## src/hw/rtl/grkt_pkg.sv

```systemverilog
package grkt_pkg;

    localparam int STATIONS  = 8;
    localparam int FRAC_BITS = 16;
    localparam int STN_W     = 3;

    localparam logic signed [63:0] FXONE    = 64'sd1 <<< FRAC_BITS;
    localparam logic signed [63:0] KF_T     = (64'sd624 * FXONE + 64'sd500) / 64'sd1000;
    localparam logic signed [63:0] SIG_R    = FXONE / 64'sd2;
    localparam logic signed [63:0] SIG_V    = (64'sd3 * FXONE + 64'sd5) / 64'sd10;
    localparam logic signed [63:0] NOISE_R  = 64'sd50 * FXONE;
    localparam logic signed [63:0] NOISE_V  = 64'sd20 * FXONE;
    localparam logic signed [31:0] VAR_INIT = 32'(64'sd10 * FXONE);

    localparam logic signed [63:0] S32_MAX = 64'sd2147483647;
    localparam logic signed [63:0] S32_MIN = -64'sd2147483648;

    typedef enum logic [0:0] {
        CFG_STEP_GATE = 1'b0,
        CFG_GAP_LIMIT = 1'b1
    } cfg_idx_t;

    typedef struct packed {
        logic signed [31:0] a;
        logic signed [31:0] b;
    } mul_req_t;

    function automatic logic signed [63:0] sat32(input logic signed [63:0] v);
        logic signed [63:0] r;
        begin
            if (v > S32_MAX)
            begin
                r = S32_MAX;
            end
            else if (v < S32_MIN)
            begin
                r = S32_MIN;
            end
            else
            begin
                r = v;
            end
            return r;
        end
    endfunction

endpackage

```

## src/hw/rtl/grkt_mul.sv

```systemverilog
module grkt_mul
(
    input  logic                clk,
    input  grkt_pkg::mul_req_t  req,
    output logic signed [63:0]  q
);
    import grkt_pkg::*;

    logic signed [63:0] p;
    logic signed [63:0] q_next;

    // Q-format product, floored toward minus infinity by the arithmetic shift.
    assign p      = 64'(req.a) * 64'(req.b);
    assign q_next = p >>> FRAC_BITS;

    always_ff @(posedge clk)
    begin
        q <= q_next;
    end

endmodule

```

## config.mk

```make
export PLATFORM = sky130hd
export DESIGN_NAME = grkt_mul
export DESIGN_NICKNAME = d
export VERILOG_FILES = /design/src/hw/rtl/grkt_pkg.sv /design/src/hw/rtl/grkt_mul.sv
export SDC_FILE = /design/constraint.sdc
export NUM_CORES = 2
export LEC_CHECK = 0
export ABC_AREA = 1
export BUFFER_PORTS_ARGS = -buffer_cell sky130_fd_sc_hd__buf_4
export CELL_PAD_IN_SITES_DETAIL_PLACEMENT = 0
export CELL_PAD_IN_SITES_GLOBAL_PLACEMENT = 1
export CORE_MARGIN = 5
export CORE_UTILIZATION = 46
export CTS_BUF_LIST = sky130_fd_sc_hd__clkbuf_4
export CTS_CLUSTER_SIZE = 10
export DETAILED_ROUTE_END_ITERATION = 6
export PLACE_DENSITY = 0.82
export SLEW_MARGIN = 20
export SYNTH_ARGS = -nofsm -noshare
export SYNTH_HDL_FRONTEND = slang
export SYNTH_SLANG_ARGS = --single-unit
```

## constraint.sdc

```tcl
create_clock -name clk -period 7.4 [get_ports clk]
set_input_delay 0.37 -clock clk [delete_from_list [all_inputs] [get_ports clk]]
set_output_delay 0.37 -clock clk [all_outputs]
set_load 0.01 [all_outputs]
```

Yosys cells after proc, flatten, opt, wreduce, memory -nomap -nowiden
Index checks and enable logic that the tools add are counted.
{"block": "classes", "n_mul": 1}
{"cell": "32-bit by 32-bit multiplier with 64-bit output", "count": 1}
{"block": "totals", "in_bits": 65, "ff_bits": 48}

Logic depth before layout (Yosys ltp)
{"block": "depth", "depth_word": 1, "ltp_mapped": 32, "mapped_depth_nobuf": 31}

Worst setup path before layout
No wires, ideal clock.
{"block": "synth_path", "path_type": "input to register", "from": "input port req[63] in the netlist's numbering", "to": "register q[47] (netlist name)", "t_arrival_ns": 6.913, "path_stages": 27, "setup_slack_ns": 0.375, "path_buffers": 1, "required_ns": 7.288, "path_cell_list": "clkbuf_1 nand2_1 inv_1 fa_1 inv_1 fa_1 inv_1 fa_1 fa_1 inv_1 fa_1 inv_1 fa_1 inv_1 fa_1 fa_1 inv_1 ha_1 nand2_1 nor2_1 inv_1 nor3_2 nand2_1 nor3_1 a21oi_1 nand2_1 nand2_1"}
{"block": "synth_between", "elab_chain_cells": 1}
{"element": "from (decl)", "line": "grkt_mul.sv:4", "source": "input grkt_pkg::mul_req_t req,"}
{"element": "32-bit by 32-bit multiplier with 64-bit output", "line": "grkt_mul.sv:13", "source": "assign p = 64'(req.a) * 64'(req.b);"}
{"element": "named net p[63]", "line": "grkt_mul.sv:9", "source": "logic signed [63:0] p;"}
The timed path passes the listed nets, and every way through them passes these cells.

Worst setup path after layout
{"block": "layout_path", "from": "input port req[9] in the netlist's numbering", "to": "register q[32]"}
{"block": "layout_between", "elab_chain_cells": 1}
{"element": "32-bit by 32-bit multiplier with 64-bit output", "line": "grkt_mul.sv:13"}
{"element": "named net p[48]", "line": "grkt_mul.sv:9"}
{"element": "to (signal assigned)", "line": "grkt_mul.sv:18", "source": "q <= q_next;"}
{"element": "to (decl)", "line": "grkt_mul.sv:5", "source": "output logic signed [63:0] q"}
The timed path passes the listed nets, and every way through them passes these cells.

==> results_dict.tcl <==
set metrics [dict create \
    grt_overflow 0 \
    cts_buffer_depth 2 \
    port_buffers 128 \
    utilization_pct 49.0 \
    tritoncts "built" \
    h-tree-depth 2 \
    netlist.area_leader.share_pct 55.2 \
    crit_type "primary input to register" \
    fin_area_mm2 0.0416 \
    maxCapViolCount 0 \
    hold_viol 0 \
    drc 0 \
    drive_above_1_share_pct 5.10 \
    largest_reg_flops 48 \
    core-area_mm2 0.0849 \
    dpl.hpwl_mm 95.0 \
    crit_required_ns 7.70 \
    finalMaxSlewViolations 0 \
    area_delta_synth_final_pct 6.16 \
    initial_utilization_pct 46.2 \
    hold_buffers 0 \
    clock_sinks 48 \
    final_cell_mix "inv_1, nand2_1, fa_1" \
    worstSetupEndpointType "register" \
    antenna_found_initial 3 \
    netlist_area_mm2 0.0392 \
    max_stage_delay_ns 0.76 \
    drt-vias-per-instance 4.83 \
    tns_ns 0 \
    regMostFlops "q" \
    grt_use_total_pct 24.7 \
    grt_pass1_wl_mm 177 \
    drt_iter0_markers 1834 \
    start_kind "primary input" \
    final_common_cell "inv_1" \
    layout_min_cycle_time_ns 7.00 \
    cts.repair.resized 0 \
    synth_seq_area_share_pct 2.45 \
    ys_ff_latch 48 \
    die_area_mm2 0.0912 \
    outcome "finished clean" \
    cts_buffers 5 \
    slew-limit-headroom_pct 64.0 \
    tightestPinTransition_ns 0.535 \
    netlist_instances 4968 \
    crit_family "adder cells" \
    io_pins 129 \
    yosys-top-cells-area "fa_1, inv_1, nand2_1, ha_1, dfxtp_1" \
    critPathSlowestCell "fa_1" \
    finalSetupViolCount 0 \
    die_width_um 302 \
    grt_max_degree 33 \
    fp.dieH_um 302 \
    fin_crit_sh_pct 94.5 \
    dpl_cell_area_mm2 0.0416 \
    clock.fmax_mhz 143 \
    min_path_type "primary input to register" \
    pre_cts_ws_ns 0.0296 \
    gp_congestion 0.952 \
    final_nets 6321 \
    wire_per_inst_um 17.5 \
    crit_top_cell "fa_1" \
    crit_path_cell_trace "buf_4, nand2_1, fa_1, fa_1, buf_4, fa_1, fa_1, inv_1, fa_1, fa_1, fa_1, fa_1, ha_1, a21oi_1, nor2_1, nor2_1, nand3_1, a21oi_1, nand2_1, nand2_1, nand2_1" \
    reg_top3 "q (48)" \
    grt_pass1_vias 32512 \
    setup_ws_ns 0.404 \
    arrival_ns 7.30 \
    syn_avg_cell_area_um2 7.89 \
    std_cell_rows 107 \
    syn-num-nets 6294 \
    final_antenna_net_count 0 \
    routed_wl_mm 108 \
    rsz0062_at_grt "no" \
    vias 29675 \
    path_clk_slew_ns 0.17 \
    yosysUniqueCellTypes 30 \
    yosysWarningCount 0 \
    firstDrtPassIters 6 \
    path_buf_inv 3 \
    yosysTopAreaCell "fa_1" \
    critPathMaxFanout 32 \
    postCtsSetupBuffers 0 \
    cts_root_buffer "clkbuf_4" \
]
-- logic make-up (layout without fill, tap and decap cells) --
family | count (synthesis) | after routing | share of synthesized area [%]
adders and majority gates | 1261 | 1261 | 60.9
xor gates and xnor gates | 33 | 33 | 0.737
AOI/OAI and AO/OA | 138 | 138 | 1.88
other | 0 | 2 | 0
DFF | 48 | 48 | 2.45
and+or+nand+nor | 1645 | 1645 | 16.2
buffers and inverters | 1843 | 1871 | 17.8
-- synth_stat cells --
cell type and n:
nor2_1 160, a21boi_0 1, dfxtp_1 48, o21ai_1 1
clkinv_1 1, xor2_1 25, inv_2 1, nand3_1 47
o21ai_0 38, ha_1 180, buf_4 16, or2_2 8
nand2_1 1394, fa_1 1081, nor3_2 2, nand2_2 4
a21o_1 2, nor4_2 2, nor2_2 3, xnor2_1 8
o21a_1 3, clkbuf_1 191, inv_1 1633, nand3b_1 3
nor3_1 9, a21oi_1 81, o21bai_1 12, buf_1 1
nor4_1 2, nand4_1 11
-- layout make-up --
type	instances	area, um^2
diodes	2	5.00
clock buffers	5	37.5
clock inverters	3	18.8
fillers	8418	43300
inverters	1635	6140
multi-input cells	3077	31300
flip-flops and latches	48	961
well taps	1144	1430
repair buffers	228	1760
-- layer usage --
layer | track usage (%) | vias to the layer above | part of all wire (%)
met3 | 3.15 | 143 | 6.3
li1 | - | 13561 | -
met2 | 41.5 | 844 | 48
met5 | 0 | - | 0.0084
met4 | 4.89 | 2 | 2.4
met1 | 34.9 | 15125 | 43
-- final timing paths --
path,from,endpoint,depth (start not counted)
max,req[9],q[32],21
min,req[32],q[24],11
-- through the flow --
| stage | hold slack [ns] | std cells |
|---|---|---|
| floorplan | 0.674 | 4968 |
| global placement | 0.765 | 6132 |
| detailed placement | 0.761 | 6132 |
| CTS | 1.13 | 6140 |
| global route | 1.19 | 6142 |
| finish | 1.12 | 6142 |
Power is left out: the tool's default activity adds up to more than one toggle a clock period on the data nets, which glitch-free logic cannot reach.
