File: config.mk
export PLATFORM = sky130hd
export DESIGN_NAME = grkt_div
export DESIGN_NICKNAME = d
export VERILOG_FILES = /design/src/hw/rtl/grkt_pkg.sv /design/src/hw/rtl/grkt_div.sv
export SDC_FILE = /design/constraint.sdc
export NUM_CORES = 1
export LEC_CHECK = 0
export ABC_AREA = 0
export BUFFER_PORTS_ARGS = -buffer_cell sky130_fd_sc_hd__buf_2
export CAP_MARGIN = 15
export CORE_ASPECT_RATIO = 1.1
export CORE_MARGIN = 1
export CORE_UTILIZATION = 54
export CTS_CLUSTER_DIAMETER = 100
export CTS_CLUSTER_SIZE = 24
export DETAILED_ROUTE_END_ITERATION = 8
export GPL_TIMING_DRIVEN = 0
export PLACE_DENSITY = 0.79
export SLEW_MARGIN = 20
export SYNTH_ARGS = -nofsm -noshare
export SYNTH_HDL_FRONTEND = slang
export SYNTH_SLANG_ARGS = --single-unit
File: constraint.sdc
create_clock -name clk -period 3.7 [get_ports clk]
set_input_delay 0.555 -clock clk [delete_from_list [all_inputs] [get_ports clk]]
set_output_delay 0.555 -clock clk [all_outputs]
set_load 0.03 [all_outputs]
File: src/hw/rtl/grkt_pkg.sv
package grkt_pkg;

    localparam int STATIONS  = 8;
    localparam int FRAC_BITS = 16;
    localparam int STN_W     = 3;

    localparam logic signed [63:0] FXONE    = 64'sd1 <<< FRAC_BITS;
    localparam logic signed [63:0] KF_T     = (64'sd624 * FXONE + 64'sd500) / 64'sd1000;
    localparam logic signed [63:0] SIG_R    = FXONE / 64'sd2;
    localparam logic signed [63:0] SIG_V    = (64'sd3 * FXONE + 64'sd5) / 64'sd10;
    localparam logic signed [63:0] NOISE_R  = 64'sd50 * FXONE;
    localparam logic signed [63:0] NOISE_V  = 64'sd20 * FXONE;
    localparam logic signed [31:0] VAR_INIT = 32'(64'sd10 * FXONE);

    localparam logic signed [63:0] S32_MAX = 64'sd2147483647;
    localparam logic signed [63:0] S32_MIN = -64'sd2147483648;

    typedef enum logic [0:0] {
        CFG_STEP_GATE = 1'b0,
        CFG_GAP_LIMIT = 1'b1
    } cfg_idx_t;

    typedef struct packed {
        logic signed [31:0] a;
        logic signed [31:0] b;
    } mul_req_t;

    function automatic logic signed [63:0] sat32(input logic signed [63:0] v);
        logic signed [63:0] r;
        begin
            if (v > S32_MAX)
            begin
                r = S32_MAX;
            end
            else if (v < S32_MIN)
            begin
                r = S32_MIN;
            end
            else
            begin
                r = v;
            end
            return r;
        end
    endfunction

endpackage

File: src/hw/rtl/grkt_div.sv
module grkt_div
(
    input  logic               clk,
    input  logic               rst_n,
    input  logic               start,
    input  logic signed [63:0] num,
    input  logic signed [63:0] den,
    output logic               busy,
    output logic signed [63:0] quo
);
    import grkt_pkg::*;

    logic [63:0] rem_reg, rem_next;
    logic [63:0] qa_reg, qa_next;
    logic [63:0] dv_reg, dv_next;
    logic [6:0]  cnt_reg, cnt_next;
    logic        neg_reg, neg_next;
    logic [64:0] trial;

    assign busy  = (cnt_reg != 7'd0);
    assign trial = {rem_reg, qa_reg[63]} - {1'b0, dv_reg};
    assign quo   = neg_reg ? -$signed(qa_reg) : $signed(qa_reg);

    // Restoring division, one quotient bit per cycle, truncating toward zero.
    always_comb
    begin
        rem_next = rem_reg;
        qa_next  = qa_reg;
        dv_next  = dv_reg;
        cnt_next = cnt_reg;
        neg_next = neg_reg;
        if (start)
        begin
            rem_next = 64'd0;
            qa_next  = num[63] ? 64'(-num) : 64'(num);
            dv_next  = 64'(den);
            neg_next = num[63];
            cnt_next = 7'd64;
        end
        else if (busy)
        begin
            if (!trial[64])
            begin
                rem_next = trial[63:0];
                qa_next  = {qa_reg[62:0], 1'b1};
            end
            else
            begin
                rem_next = {rem_reg[62:0], qa_reg[63]};
                qa_next  = {qa_reg[62:0], 1'b0};
            end
            cnt_next = cnt_reg - 7'd1;
        end
    end

    always_ff @(posedge clk or negedge rst_n)
    begin
        if (!rst_n)
        begin
            cnt_reg <= 7'd0;
        end
        else
        begin
            cnt_reg <= cnt_next;
        end
    end

    always_ff @(posedge clk)
    begin
        rem_reg <= rem_next;
        qa_reg  <= qa_next;
        dv_reg  <= dv_next;
        neg_reg <= neg_next;
    end

endmodule
# Word level (Yosys, flattened, before mapping)
# Index checks and enable logic that the tools add are counted.
[totals] inputBits=131 out_inout_bits=65 word_cells=19 ff_bits=200
[op_classes] addsub=4 n_reduce_logical=2 muxes=8
[ops] cell="$mux 64" n=5
[ops] cell="$neg 64->64" n=2
[ops] cell="$sub 65x64->65" n=1
[ops] cell="$mux 7" n=2
[ops] cell="$reduce_bool 7->1" n=1
[ops] cell="$sub 7x1->7 const B" n=1
[ops] cell="$reduce_bool 2->1" n=1
[ops] cell="$mux 1" n=1

# Depth between registers and ports, before layout
[depth] depth_word=4 depth_mapped=14 ltp_nobuf=13

# Worst setup path after synthesis
# OpenSTA, ideal clock, no wires.
[synth_path] path_kind="flip-flop to output port" startpoint="reg qa_reg[29]" endpoint="out quo[59]" stages_incl_launch_ff=11 arrival_time_ns=3.566 t_required_ns=3.145 n_path_buf=0 setup_slack_ns=-0.421 path_cell_list="edfxtp_1 -> or4_4 -> nor3_2 -> nor3b_2 -> nand4_2 -> or3_4 -> or3_4 -> or4_1 -> or4_4 -> o31ai_2 -> xnor2_1"
[synth_between] elab_chain_cells=2
[synth_rtl] element="from (decl)" line="grkt_div.sv:14" text="logic [63:0] qa_reg, qa_next;"
[synth_rtl] element="from (signal assigned)" line="grkt_div.sv:71" text="qa_reg <= qa_next;"
[synth_rtl] element="$neg 64->64" line="grkt_div.sv:22" text="assign quo = neg_reg ? -$signed(qa_reg) : $signed(qa_reg);"
[synth_rtl] element="$mux 64" line="grkt_div.sv:22"
[synth_rtl] element="to (decl)" line="grkt_div.sv:9" text="output logic signed [63:0] quo"
# Every way passes these cells.

# Worst setup path after layout
[layout_path] startpoint="reg qa_reg[18]" endpoint="out quo[57]"
# The elaborated chain is that of the path after synthesis.

==> qor.yml <==
violations: "setup timing"
post_dp_cell_area_um2: 16100
synth_ff_type: "edfxtp_1"
grt_first_pass_wirelength_mm: 69.5
portBuffers: 195
drc_errors: 0
hold_path.class: "in2reg"
fmaxAchievable_mhz: 204
pwr_density_cell_nw_per_um2: 604
ant_nets: 0
synth.avg_cell_area_um2: 8.51
synth_warnings: 0
yosys.area_share.adder: 0.0590
rows: 62
drt-pass1-iter-count: 7
fin_ws_ps: -1200
design_area_um2: 17700
yosys.area_share.simple: 0.190
finalSetupViolCount: 20
muxShareOfSynthArea: 0.0158
cts_root_buffer: "clkbuf_16"
cp_max_fo: 4
clock_sinks: 200
p_int_uw: 5960
cts_buffers: 17
holdWs_ps: 257
required_ps: 3140
synth-async-reset-ratio: 0.0350
nets: 2160
layout.cells.non_filler: 2330
netlist_instances: 1710
crit_type: "reg2out"
yosysUniqueCellTypes: 74
peakVddDrop_mv: 0.425
drt_iter0_markers: 1679
area_delta_synth_final_pct: 21.7
synth.most_common_cell: "nand2_1"
ctsHtreeMaxLevel: 4
clkPwrFrac: 0.182
antenna_found_initial: 6
ys_top_cells_by_count: "189 x nand2_1, 170 x nor2_1, 158 x a21oi_1, 129 x edfxtp_1, 98 x xnor2_1"
pwr-share-comb: 0.500
place_congestion: 0.956
seq_power_share: 0.318
initial_utilization: 0.553
cts_tree: "built"
ys_seq_area_frac: 0.366
finalCriticalPeriod_ps: 4900
finalCritPeriodShare: 1.32
die_w_um: 158
final_core_util: 0.673
ioPinCount: 196
drive_gt1_frac: 0.192
viasPerCell: 6.22
cp-end-kind: "primary output"
tightest_slew_ps: 993
synth_area_um2: 14500
power.total_uw: 10700
synthXorXnorAreaFrac: 0.105
switchingPower_uw: 4720
grt_max_degree: 67
vias: 14486
drv_slew: 0
path_clk_slew_ps: 80
drt-wirelength-per-cell_um: 19.6
synth_top_area_share: 0.266
hold_viol: 0
startpoint_type: "register"
grt-ovfl-total: 0
core_area_um2: 26300
skew_ps: 13.7
max-cap-violations: 0
synth_compound_area_frac: 0.214
dieArea_um2: 27600
grt_pass1_vias: 13696
synth_top_area_cell: "edfxtp_1"
routed_wl_mm: 45.6
synth_fp_nets: 1909
dp.cells: 2258
slew_headroom: 0.338
status: "finished with violations"
ys_seq_elements: 200
die_height_um: 174
clk-insertion-delay-late_ps: 470
grt.total_usage: 0.323
dp.final_hpwl_mm: 32.4
rsz0062_at_grt: "true"
synth-edff-count: 129
arrival_ps: 4340
synth_top_family_by_area: "compound AO/OA/AOI/OAI gates"
ys_top_cells_by_area: "edfxtp_1 27%, dfxtp_1 8.8%, xnor2_1 5.9%"
p_sw_frac: 0.442
p_leak_uw: 0.00723
clockBufferDepth: 2
## cell type report
cell class	count	area [um^2]
multi-input combinational	1321	9130
fill	2114	8600
sequential	200	5330
timing repair buffer	235	1430
clock buffer	20	447
tap	352	440
buffer	88	403
inverter	98	368
clock inverter	12	139
antenna	4	10.0
## cell usage in the layout (no fill, tap or decap), drive strengths merged, types with 8 or more instances in the layout
cell	Yosys	routed
nand4	24	24
nand3	24	24
nand2	189	189
o211ai	15	15
a311oi	33	33
nor2	170	170
buf	4	242
mux2i	14	14
mux2	8	8
xor2	77	77
dfxtp	64	64
o21bai	16	16
edfxtp	129	129
nor2b	12	12
a211oi	25	25
o41ai	14	14
a21oi	158	158
nor4	15	15
nand2b	17	17
a21o	23	23
o21ai	98	98
inv	97	104
xnor2	98	98
or4	20	20
ha	67	67
or3	34	34
o31ai	44	44
nor3	29	29
clkbuf	87	100
and3	10	10
o21a	9	9
## kinds of logic after synthesis
family	Yosys count
flops	200
compound gates	484
simple gates	572
buf+inv	189
mux	22
xor+xnor	175
fa+ha+maj	68
## stage by stage
stage / TNS [ps] / worst slack (ps)
2_1_floorplan: -2830 / -354
3_3_place_gp: -152340 / -1260
3_5_place_dp: -75440 / -1120
4_1_cts: -11750 / -1070
5_1_grt: -17040 / -1310
6_report: -14360 / -1200
## per-layer routing
| metal | GRT usage | part of all wire |
|---|---|---|
| met5 | 0 | 0.00079 |
| met4 | 0.159 | 0.042 |
| met3 | 0.0648 | 0.084 |
| met2 | 0.540 | 0.48 |
| met1 | 0.393 | 0.39 |
## repair_timing
| item | 4_1_cts | 5_1_grt |
|---|---|---|
| setup endpoints to repair | 96 | 101 |
| endpoints found under the hold margin | 7 | 0 |
| buffers inserted | 21 | 19 |
| hold buffers | 1 | 0 |
| resized for setup | 108 | 55 |
| pin swaps | 17 | 22 |
## worst max-delay path, stage by stage, from the launching register on
cell and delay (ps):
edfxtp_1 440, or4_4 600, nor4_4 350, nand4_2 150, or3_4 380, or3_4 350, or4_4 440, or4_4 500
buf_12 160, o31ai_4 200, xnor2_2 150, buf_6 170
## worst paths after layout
| path | start | endpoint | slack [ps] | cells past startpoint |
|---|---|---|---|---|
| setup / recovery | qa_reg[18] | quo[57] | -1200 | 11 |
| hold / removal | den[25] | dv_reg[25] | 260 | 1 |
| setup reg to reg | dv_reg[1] | rem_reg[63] | 0 | 12 |
| hold reg to reg | cnt_reg[6] | cnt_reg[6] | 490 | 2 |
| max in group asynchronous | rst_n | cnt_reg[6] | 2990 | 2 |
| min in group asynchronous | rst_n | cnt_reg[4] | 550 | 2 |
## power by group through the flow
| stage | registers [uW] | logic (uW) | clock network, uW |
|---|---|---|---|
| global placement | 3390 | 4680 | 0 |
| finish | 3400 | 5340 | 1940 |
| global route | 3450 | 5810 | 2020 |
| detailed placement | 3390 | 4760 | 0 |
| CTS | 3360 | 5040 | 1940 |
| floorplan | 3260 | 3580 | 0 |
No activity file was read; power rests on OpenSTA's default activity.
